### config.mk
export PLATFORM = sky130hd
export DESIGN_NAME = kanji_font_rom_port_unit_flat
export DESIGN_NICKNAME = d
export VERILOG_FILES = /design/src/sv/kfrp_pkg.sv /design/src/sv/kfrp_if.sv /design/src/sv/kfrp_divmod96.sv /design/src/sv/kfrp_skid.sv /design/src/sv/kanji_font_rom_port_unit.sv /design/src/flat_wrapper.sv
export SDC_FILE = /design/constraint.sdc
export NUM_CORES = 1
export LEC_CHECK = 0
export BUFFER_PORTS_ARGS = -buffer_cell sky130_fd_sc_hd__buf_2
export CAP_MARGIN = 20
export CORE_UTILIZATION = 35
export DETAILED_ROUTE_END_ITERATION = 10
export GPL_TIMING_DRIVEN = 0
export PLACE_DENSITY_LB_ADDON = 0.3
export SETUP_SLACK_MARGIN = 0.02
export SKIP_LAST_GASP = 1
export SYNTH_ARGS = -nofsm -noshare
export SYNTH_HDL_FRONTEND = slang
export SYNTH_SLANG_ARGS = --single-unit
### constraint.sdc
create_clock -name clk -period 22.5 [get_ports clk]
set_input_delay 2.25 -clock clk [delete_from_list [all_inputs] [get_ports clk]]
set_output_delay 2.25 -clock clk [all_outputs]
set_load 0.1 [all_outputs]
### src/sv/kfrp_pkg.sv
`timescale 1ns / 1ps

package kfrp_pkg;

  localparam int LINES_PER_CHAR = 32;
  localparam int LINE_W = $clog2(LINES_PER_CHAR);
  localparam int NUM_W = 12;
  localparam int FIELD_W = 6;
  localparam int DIVIDEND_W = 13;
  localparam int QUOT_W = 6;
  localparam int REM_W = 7;
  localparam int IDX_W = 13;
  localparam int ADDR_W = 17;
  localparam int WORD_SHIFT = 4;

  localparam int CHARS_PER_ROW = 96;
  localparam int CHARS_PER_KU = 94;
  localparam int WORDS_PER_CHAR = 16;

  localparam logic [NUM_W-1:0] SYM_LIMIT = NUM_W'(16 * 96 - 512);
  localparam logic [DIVIDEND_W-1:0] KANJI_BIAS = DIVIDEND_W'(512);

  // Base word offset minus the (ku * 94 + ten) bias of each area, modulo 2^17.
  localparam logic [ADDR_W-1:0] FIRST_SYM_ADJ =
    ADDR_W'(0 - (CHARS_PER_KU * 1 + 1) * WORDS_PER_CHAR);
  localparam logic [ADDR_W-1:0] FIRST_KANJI_ADJ =
    ADDR_W'(32'h2F00 - (CHARS_PER_KU * 16 + 1) * WORDS_PER_CHAR);
  localparam logic [ADDR_W-1:0] SECOND_ADJ =
    ADDR_W'(32'hEB00 - WORDS_PER_CHAR);

  localparam logic [NUM_W-1:0] FIRST_CHECK_NUM = NUM_W'(1 * 96 + 32);
  localparam logic [NUM_W-1:0] SECOND_CHECK_NUM = NUM_W'(35 * 96 + 94);

  localparam logic [7:0] FIRST_CHECK [8] = '{
    8'h00, 8'h40, 8'h20, 8'h10, 8'h08, 8'h04, 8'h02, 8'h01
  };
  localparam logic [7:0] SECOND_CHECK [8] = '{
    8'h01, 8'h02, 8'h0c, 8'h37, 8'hc0, 8'h3b, 8'h2a, 8'h2a
  };

  localparam logic [7:0] DUMMY_BYTE = 8'hFF;

  typedef enum logic [1:0] {
    CMD_WR_LO = 2'd0,
    CMD_WR_HI = 2'd1,
    CMD_READ  = 2'd2,
    CMD_DUMMY = 2'd3
  } cmd_t;

  typedef struct packed {
    logic [7:0]        read_data;
    logic [ADDR_W-1:0] fetch_addr_first;
    logic [ADDR_W-1:0] fetch_addr_second;
  } rsp_t;

endpackage

### src/sv/kfrp_if.sv
`timescale 1ns / 1ps

interface kfrp_req_if;
  logic        valid;
  logic        ready;
  logic [1:0]  cmd;
  logic        level;
  logic [7:0]  data;
  logic [15:0] font_word;

  modport source (output valid, output cmd, output level, output data,
                  output font_word, input ready);
  modport sink (input valid, input cmd, input level, input data,
                input font_word, output ready);
endinterface

interface kfrp_rsp_if;
  logic        valid;
  logic        ready;
  logic [7:0]  read_data;
  logic [16:0] fetch_addr_first;
  logic [16:0] fetch_addr_second;

  modport source (output valid, output read_data, output fetch_addr_first,
                  output fetch_addr_second, input ready);
  modport sink (input valid, input read_data, input fetch_addr_first,
                input fetch_addr_second, output ready);
endinterface

### src/sv/kfrp_divmod96.sv
`timescale 1ns / 1ps

module kfrp_divmod96
  import kfrp_pkg::*;
(
  input  logic [DIVIDEND_W-1:0] value,
  output logic [QUOT_W-1:0]     quot,
  output logic [REM_W-1:0]      rem
);

  logic [7:0]            hi;
  logic [15:0]           prod;
  logic [DIVIDEND_W-1:0] back;

  // Divide by 32 with a shift, then by 3 through multiplication by 171/512.
  assign hi   = value[DIVIDEND_W-1:5];
  assign prod = 16'(hi) * 16'd171;
  assign quot = prod[9+QUOT_W-1:9];
  assign back = DIVIDEND_W'(quot) * DIVIDEND_W'(CHARS_PER_ROW);
  assign rem  = REM_W'(value - back);

endmodule

### src/sv/kfrp_skid.sv
`timescale 1ns / 1ps

module kfrp_skid
  import kfrp_pkg::*;
(
  input  logic clk,
  input  logic rst,
  input  logic in_valid,
  output logic in_ready,
  input  rsp_t in_data,
  output logic out_valid,
  input  logic out_ready,
  output rsp_t out_data
);

  logic spare_valid;
  rsp_t spare;

  assign in_ready = !spare_valid;

  always_ff @(posedge clk) begin
    if (rst) begin
      out_valid   <= 1'b0;
      spare_valid <= 1'b0;
    end else if (out_ready || !out_valid) begin
      if (spare_valid) begin
        out_valid   <= 1'b1;
        spare_valid <= 1'b0;
      end else begin
        out_valid <= in_valid;
      end
    end else if (in_valid && in_ready) begin
      spare_valid <= 1'b1;
    end
  end

  always_ff @(posedge clk) begin
    if (out_ready || !out_valid) begin
      out_data <= spare_valid ? spare : in_data;
    end else if (in_valid && in_ready) begin
      spare <= in_data;
    end
  end

  a_spare_implies_out: assert property (@(posedge clk) disable iff (rst)
    spare_valid |-> out_valid)
    else $error("Skid entry held while output register is empty.");

  a_stall_to_spare: assert property (@(posedge clk) disable iff (rst)
    (in_valid && in_ready && out_valid && !out_ready) |=> spare_valid)
    else $error("Transaction accepted during a stall was not kept.");

  a_spare_drains: assert property (@(posedge clk) disable iff (rst)
    (spare_valid && out_ready) |=> (out_valid && !spare_valid))
    else $error("Skid entry did not move to the output register.");

endmodule

### src/sv/kanji_font_rom_port_unit.sv
`timescale 1ns / 1ps

// Kanji font ROM port for a first-level and a second-level ROM. Each request
// transaction is a number write (low or high six bits, which also rewinds the
// line counter), a pattern read or a dummy read, and gives exactly one response
// transaction carrying the read byte and the font-store word addresses that the
// next read of each level needs; font_word on a read must be the word at the
// address from the previous response of that level. All decoding, the divide
// by 96 and the address arithmetic sit between the request and the response
// register, so while the response side is ready the block takes one request
// per cycle and the response appears in the cycle after acceptance. When a
// response waits, a two-entry output buffer accepts one more request and then
// holds off the request side. The request side also pauses in the cycle in
// which the buffered response moves up to the output.
module kanji_font_rom_port_unit
  import kfrp_pkg::*;
(
  input logic       clk,
  input logic       rst,
  kfrp_req_if.sink  req,
  kfrp_rsp_if.source rsp
);

  logic [NUM_W-1:0]  first_num, first_num_next;
  logic [NUM_W-1:0]  second_num, second_num_next;
  logic [LINE_W-1:0] first_line, first_line_next;
  logic [LINE_W-1:0] second_line, second_line_next;

  logic              accept;
  logic              buf_ready;
  logic [LINE_W-1:0] cur_line;
  logic              check_hit;
  logic [7:0]        high_byte;
  logic [7:0]        read_byte;

  logic                  first_sym;
  logic [DIVIDEND_W-1:0] first_dividend;
  logic [QUOT_W-1:0]     first_quot, second_quot;
  logic [REM_W-1:0]      first_rem, second_rem;
  logic [IDX_W-1:0]      first_idx, second_idx;
  logic [3:0]            first_off, second_off;
  rsp_t                  result;
  rsp_t                  rsp_data;

  assign accept    = req.valid && buf_ready;
  assign req.ready = buf_ready;

  assign cur_line  = req.level ? second_line : first_line;
  assign check_hit = (cur_line < LINE_W'(8)) &&
                     (req.level ? (second_num == SECOND_CHECK_NUM)
                                : (first_num == FIRST_CHECK_NUM));
  assign high_byte = !check_hit ? req.font_word[15:8] :
                     req.level ? SECOND_CHECK[cur_line[2:0]] :
                                 FIRST_CHECK[cur_line[2:0]];

  always_comb begin
    first_num_next   = first_num;
    second_num_next  = second_num;
    first_line_next  = first_line;
    second_line_next = second_line;
    read_byte        = 8'h00;
    if (accept) begin
      unique case (cmd_t'(req.cmd))
        CMD_WR_LO, CMD_WR_HI: begin
          if (req.level) begin
            second_num_next = (cmd_t'(req.cmd) == CMD_WR_LO) ?
              {second_num[NUM_W-1:FIELD_W], req.data[FIELD_W-1:0]} :
              {req.data[FIELD_W-1:0], second_num[FIELD_W-1:0]};
            second_line_next = '0;
          end else begin
            first_num_next = (cmd_t'(req.cmd) == CMD_WR_LO) ?
              {first_num[NUM_W-1:FIELD_W], req.data[FIELD_W-1:0]} :
              {req.data[FIELD_W-1:0], first_num[FIELD_W-1:0]};
            first_line_next = '0;
          end
        end
        CMD_READ: begin
          read_byte = cur_line[3] ? req.font_word[7:0] : high_byte;
          if (req.level) begin
            second_line_next = second_line + 1'b1;
          end else begin
            first_line_next = first_line + 1'b1;
          end
        end
        CMD_DUMMY: begin
          read_byte = DUMMY_BYTE;
        end
        default: begin
          read_byte = 8'h00;
        end
      endcase
    end
  end

  always_ff @(posedge clk) begin
    if (rst) begin
      first_num   <= '0;
      second_num  <= '0;
      first_line  <= '0;
      second_line <= '0;
    end else begin
      first_num   <= first_num_next;
      second_num  <= second_num_next;
      first_line  <= first_line_next;
      second_line <= second_line_next;
    end
  end

  assign first_sym      = first_num_next < SYM_LIMIT;
  assign first_dividend = first_sym ? DIVIDEND_W'(first_num_next)
                                    : DIVIDEND_W'(first_num_next) + KANJI_BIAS;

  kfrp_divmod96 u_first_div (
    .value (first_dividend),
    .quot  (first_quot),
    .rem   (first_rem)
  );

  kfrp_divmod96 u_second_div (
    .value (DIVIDEND_W'(second_num_next)),
    .quot  (second_quot),
    .rem   (second_rem)
  );

  assign first_idx  = IDX_W'(first_quot) * IDX_W'(CHARS_PER_KU) + IDX_W'(first_rem);
  assign second_idx = IDX_W'(second_quot) * IDX_W'(CHARS_PER_KU) + IDX_W'(second_rem);
  assign first_off  = {first_line_next[4], first_line_next[2:0]};
  assign second_off = {second_line_next[4], second_line_next[2:0]};

  always_comb begin
    result.read_data = read_byte;
    result.fetch_addr_first = {first_idx, {WORD_SHIFT{1'b0}}} + ADDR_W'(first_off) +
                              (first_sym ? FIRST_SYM_ADJ : FIRST_KANJI_ADJ);
    result.fetch_addr_second = {second_idx, {WORD_SHIFT{1'b0}}} + ADDR_W'(second_off) +
                               SECOND_ADJ;
  end

  kfrp_skid u_skid (
    .clk       (clk),
    .rst       (rst),
    .in_valid  (req.valid),
    .in_ready  (buf_ready),
    .in_data   (result),
    .out_valid (rsp.valid),
    .out_ready (rsp.ready),
    .out_data  (rsp_data)
  );

  assign rsp.read_data         = rsp_data.read_data;
  assign rsp.fetch_addr_first  = rsp_data.fetch_addr_first;
  assign rsp.fetch_addr_second = rsp_data.fetch_addr_second;

  a_write_rewinds: assert property (@(posedge clk) disable iff (rst)
    (accept && (req.cmd == CMD_WR_LO || req.cmd == CMD_WR_HI) && !req.level)
    |=> (first_line == '0))
    else $error("Number write did not clear the first-level line counter.");

  a_read_steps: assert property (@(posedge clk) disable iff (rst)
    (accept && req.cmd == CMD_READ && req.level)
    |=> (second_line == LINE_W'($past(second_line) + 1'b1)))
    else $error("Second-level read did not advance the line counter.");

  a_dummy_keeps_state: assert property (@(posedge clk) disable iff (rst)
    (accept && req.cmd == CMD_DUMMY)
    |=> ($stable(first_num) && $stable(second_num) &&
         $stable(first_line) && $stable(second_line)))
    else $error("Dummy read changed the port state.");

endmodule

### src/flat_wrapper.sv
// flat-port wrapper written by rule: the top's interface ports become plain ports
module kanji_font_rom_port_unit_flat import kfrp_pkg::*;
  (clk, rst, req_valid, req_cmd, req_level, req_data, req_font_word, req_ready, rsp_valid, rsp_read_data, rsp_fetch_addr_first, rsp_fetch_addr_second, rsp_ready);
  kfrp_req_if req_i ();
  kfrp_rsp_if rsp_i ();
  input logic clk;
  input logic rst;
  input wire logic [$bits(req_i.valid)-1:0] req_valid;
  input wire logic [$bits(req_i.cmd)-1:0] req_cmd;
  input wire logic [$bits(req_i.level)-1:0] req_level;
  input wire logic [$bits(req_i.data)-1:0] req_data;
  input wire logic [$bits(req_i.font_word)-1:0] req_font_word;
  output wire logic [$bits(req_i.ready)-1:0] req_ready;
  output wire logic [$bits(rsp_i.valid)-1:0] rsp_valid;
  output wire logic [$bits(rsp_i.read_data)-1:0] rsp_read_data;
  output wire logic [$bits(rsp_i.fetch_addr_first)-1:0] rsp_fetch_addr_first;
  output wire logic [$bits(rsp_i.fetch_addr_second)-1:0] rsp_fetch_addr_second;
  input wire logic [$bits(rsp_i.ready)-1:0] rsp_ready;
  assign req_i.valid = req_valid;
  assign req_i.cmd = req_cmd;
  assign req_i.level = req_level;
  assign req_i.data = req_data;
  assign req_i.font_word = req_font_word;
  assign req_ready = req_i.ready;
  assign rsp_valid = rsp_i.valid;
  assign rsp_read_data = rsp_i.read_data;
  assign rsp_fetch_addr_first = rsp_i.fetch_addr_first;
  assign rsp_fetch_addr_second = rsp_i.fetch_addr_second;
  assign rsp_i.ready = rsp_ready;
  kanji_font_rom_port_unit u_core (.clk(clk), .rst(rst), .req(req_i), .rsp(rsp_i));
endmodule
==> results.json <==
{
  "outcome": "finished clean",
  "crit_type": "primary input to register",
  "layoutNonFillerInstCount": 1496,
  "synth_top_area_frac": 0.246,
  "multi_input_area_mm2": 0.00650,
  "final.min_clock_period_ns": 12.15,
  "core_region_area_mm2": 0.0288,
  "syn_inst": 1008,
  "antenna_found_initial": 0,
  "cts_buffer_depth": 2,
  "fmax_ghz": 0.0823,
  "synth-seq-area-share": 0.316,
  "power_density_mw_per_mm2": 91.8,
  "drv_cap": 0,
  "grt_pass1_vias": 7350,
  "postCtsSetupBuffers": 0,
  "period_share": 0.540,
  "detail-route-antenna-nets": 0,
  "hold_slack_ns": 0.511,
  "ys_ff_latch": 120,
  "synth_area_leaders": "edfxtp_1 (25%), ha_1 (19%), fa_1 (7.8%), dfxtp_1 (7.0%), mux2_2 (4.2%)",
  "totalNegativeSetupSlack_ns": 0,
  "rsz0062_at_grt": "no",
  "die-height_um": 173,
  "worst_pin_slew_ns": 0.848,
  "worstPathArrival_ns": 12.32,
  "power.total_uw": 1080,
  "cp_max_fo": 9,
  "clk_pin_slew_ns": 0.06,
  "yosysWarnings": 0,
  "die_area_mm2": 0.0300,
  "yosys.area.top_type": "edfxtp_1",
  "avgSynthCellArea_um2": 10.2,
  "h-tree-depth": 4,
  "io_pins": 75,
  "finalWeightedCongestion": 0.818,
  "cts_made_buffers": 17,
  "hold_viol": 0,
  "drive_gt1_frac": 0.151,
  "vias": 7291,
  "cts_tree": "built",
  "fill_cells": 2832,
  "initial_core_util": 0.356,
  "critPathMaxStageDelay_ns": 0.62,
  "viasPerCell": 4.87,
  "cts_root_buf": "clkbuf_16",
  "worstPathRequired_ns": 22.67,
  "ctsResizeCount": 0,
  "portBuffers": 70,
  "die_w_um": 173,
  "cts_sinks": 120,
  "drv_slew": 0,
  "drt_iter0_markers": 345,
  "grt_first_pass_wirelength_mm": 36.1,
  "critPathLaunchType": "primary input",
  "crit_slowest_cell": "o21ai_0",
  "num-nets-final": 1324,
  "worst_skew_pair.late_latency_ns": 0.43,
  "fin_skew_ns": 0.0137,
  "dp_hpwl_mm": 16.9,
  "grt_usage": 0.149,
  "hold_path_class": "register to register",
  "async_flop_share": 0,
  "wl_per_cell_um": 14.3,
  "peakVddDrop_mv": 0.0939,
  "end_kind": "register",
  "synth_edf_count": 84,
  "p_leak_uw": 0.00571,
  "drc": 0,
  "antenna_cells": 0,
  "totalWireLength_mm": 21.4,
  "dpl.cell_count": 1464,
  "drt-pass1-iter-count": 4,
  "final-setup-viol-count": 0,
  "grt_overflow_total": 0,
  "postCtsHoldBufs": 0,
  "r2r_slack_ns": 12.06,
  "rows": 62,
  "synthesis.area_mm2": 0.0103,
  "regArea_mm2": 0.00324,
  "synthToLayoutAreaGrowth_pct": 14.6,
  "synthFlopType": "edfxtp_1",
  "ys_types": 74,
  "grt_max_degree": 34,
  "crit_top_cell": "ha_1",
  "relSlewSlack": 0.434,
  "synth_nets": 1233
}
==> worst max-delay path, delay by kind of cell <==
kind | cells | cell delay [ns]
simple gates | 7 | 0.91
fa+ha+maj | 11 | 4.31
mux | 2 | 0.81
xor+xnor | 3 | 0.80
buf+inv | 8 | 0.96
compound gates | 10 | 2.26
==> layout by cell type, fill, tap and decap left out, drive strengths merged, types with 19 or more instances in the layout <==
cell | netlist | layout
mux2i | 19 | 19
ha | 154 | 154
edfxtp | 84 | 84
a21o | 21 | 21
a21oi | 39 | 39
nor2b | 25 | 25
mux2 | 38 | 38
fa | 40 | 40
dfxtp | 36 | 36
buf | 9 | 81
nor2 | 65 | 65
xor2 | 30 | 30
xnor2 | 39 | 39
nand2 | 70 | 70
clkbuf | 13 | 30
inv | 114 | 121
o21ai | 38 | 38
==> cell type report <==
type	instances	share of cell area
multi-input combinational	752	0.553
sequential	120	0.276
tap	384	0.0409
inverter	114	0.0364
clock buffer	17	0.0362
timing repair buffer	72	0.0332
clock inverter	15	0.0160
buffer	22	0.00799
==> power by group <==
part           switching, uW  internal, uW  leakage, uW
combinational            343           153      0.00430
sequential              7.80           290      0.00112
clock                    108           177     0.000299
total                    459           620      0.00571
==> path summary, 6_finish.rpt <==
path | start | to | depth (start not counted)
min reg2reg | u_core.u_skid.spare[8] | u_core.u_skid.out_data[8] | 2
min | u_core.u_skid.spare[8] | u_core.u_skid.out_data[8] | 2
max reg2reg | u_core.u_skid.spare_valid | u_core.u_skid.out_data[33] | 39
max | req_level | u_core.u_skid.out_data[33] | 41
==> logic make-up after synthesis <==
logic type / synth area share
and+or+nand+nor: 0.123
xor gates and xnor gates: 0.0590
AOI/OAI and AO/OA: 0.124
DFF: 0.316
buffers and inverters: 0.0509
adders and majority gates: 0.266
muxes: 0.0615
==> metal layers <==
metal | global-route usage | share of wire | vias up
li1 | - | - | 3749
met1 | 0.197 | 0.49 | 3434
met2 | 0.255 | 0.47 | 92
met3 | 0.0251 | 0.028 | 16
met4 | 0.0321 | 0.0086 | 0
met5 | 0 | 0 | -
==> metrics by stage <==
step           cell area [um2]   util  setup WS, ns
2_1_floorplan            10300      -         11.18
3_3_place_gp             11100  0.385          9.99
3_5_place_dp             11100  0.387          9.87
4_1_cts                  11700  0.408         10.30
5_1_grt                  11700  0.408          9.68
6_report                 11700  0.408         10.35
==> synthesized netlist by cell type, drive strengths merged (4+ instances only) <==
library cell	instances
and3	4
and2	11
mux2	38
edfxtp	84
a22o	4
a211o	4
nand2	70
ha	154
dfxtp	36
nor2b	25
a31oi	5
inv	114
or2	7
xor2	30
mux2i	19
a21o	21
xnor2	39
buf	9
nand2b	8
clkbuf	13
nand3	9
o21bai	5
o31ai	5
nor4	7
nand4b	4
o22ai	6
fa	40
o21a	16
nor2	65
nand4	8
o211ai	4
or3	5
a211oi	8
o21ai	38
nor3	13
a21oi	39
nor3b	4
==> state kept, by name (all words and copies together), names as in the netlist <==
name / flops
u_core.first_line: 5
u_core.first_num: 12
u_core.second_line: 5
u_core.second_num: 12
u_core.u_skid.out_data: 42
u_core.u_skid.out_valid: 1
u_core.u_skid.spare: 42
u_core.u_skid.spare_valid: 1
Power figures use the tool's default switching activity.
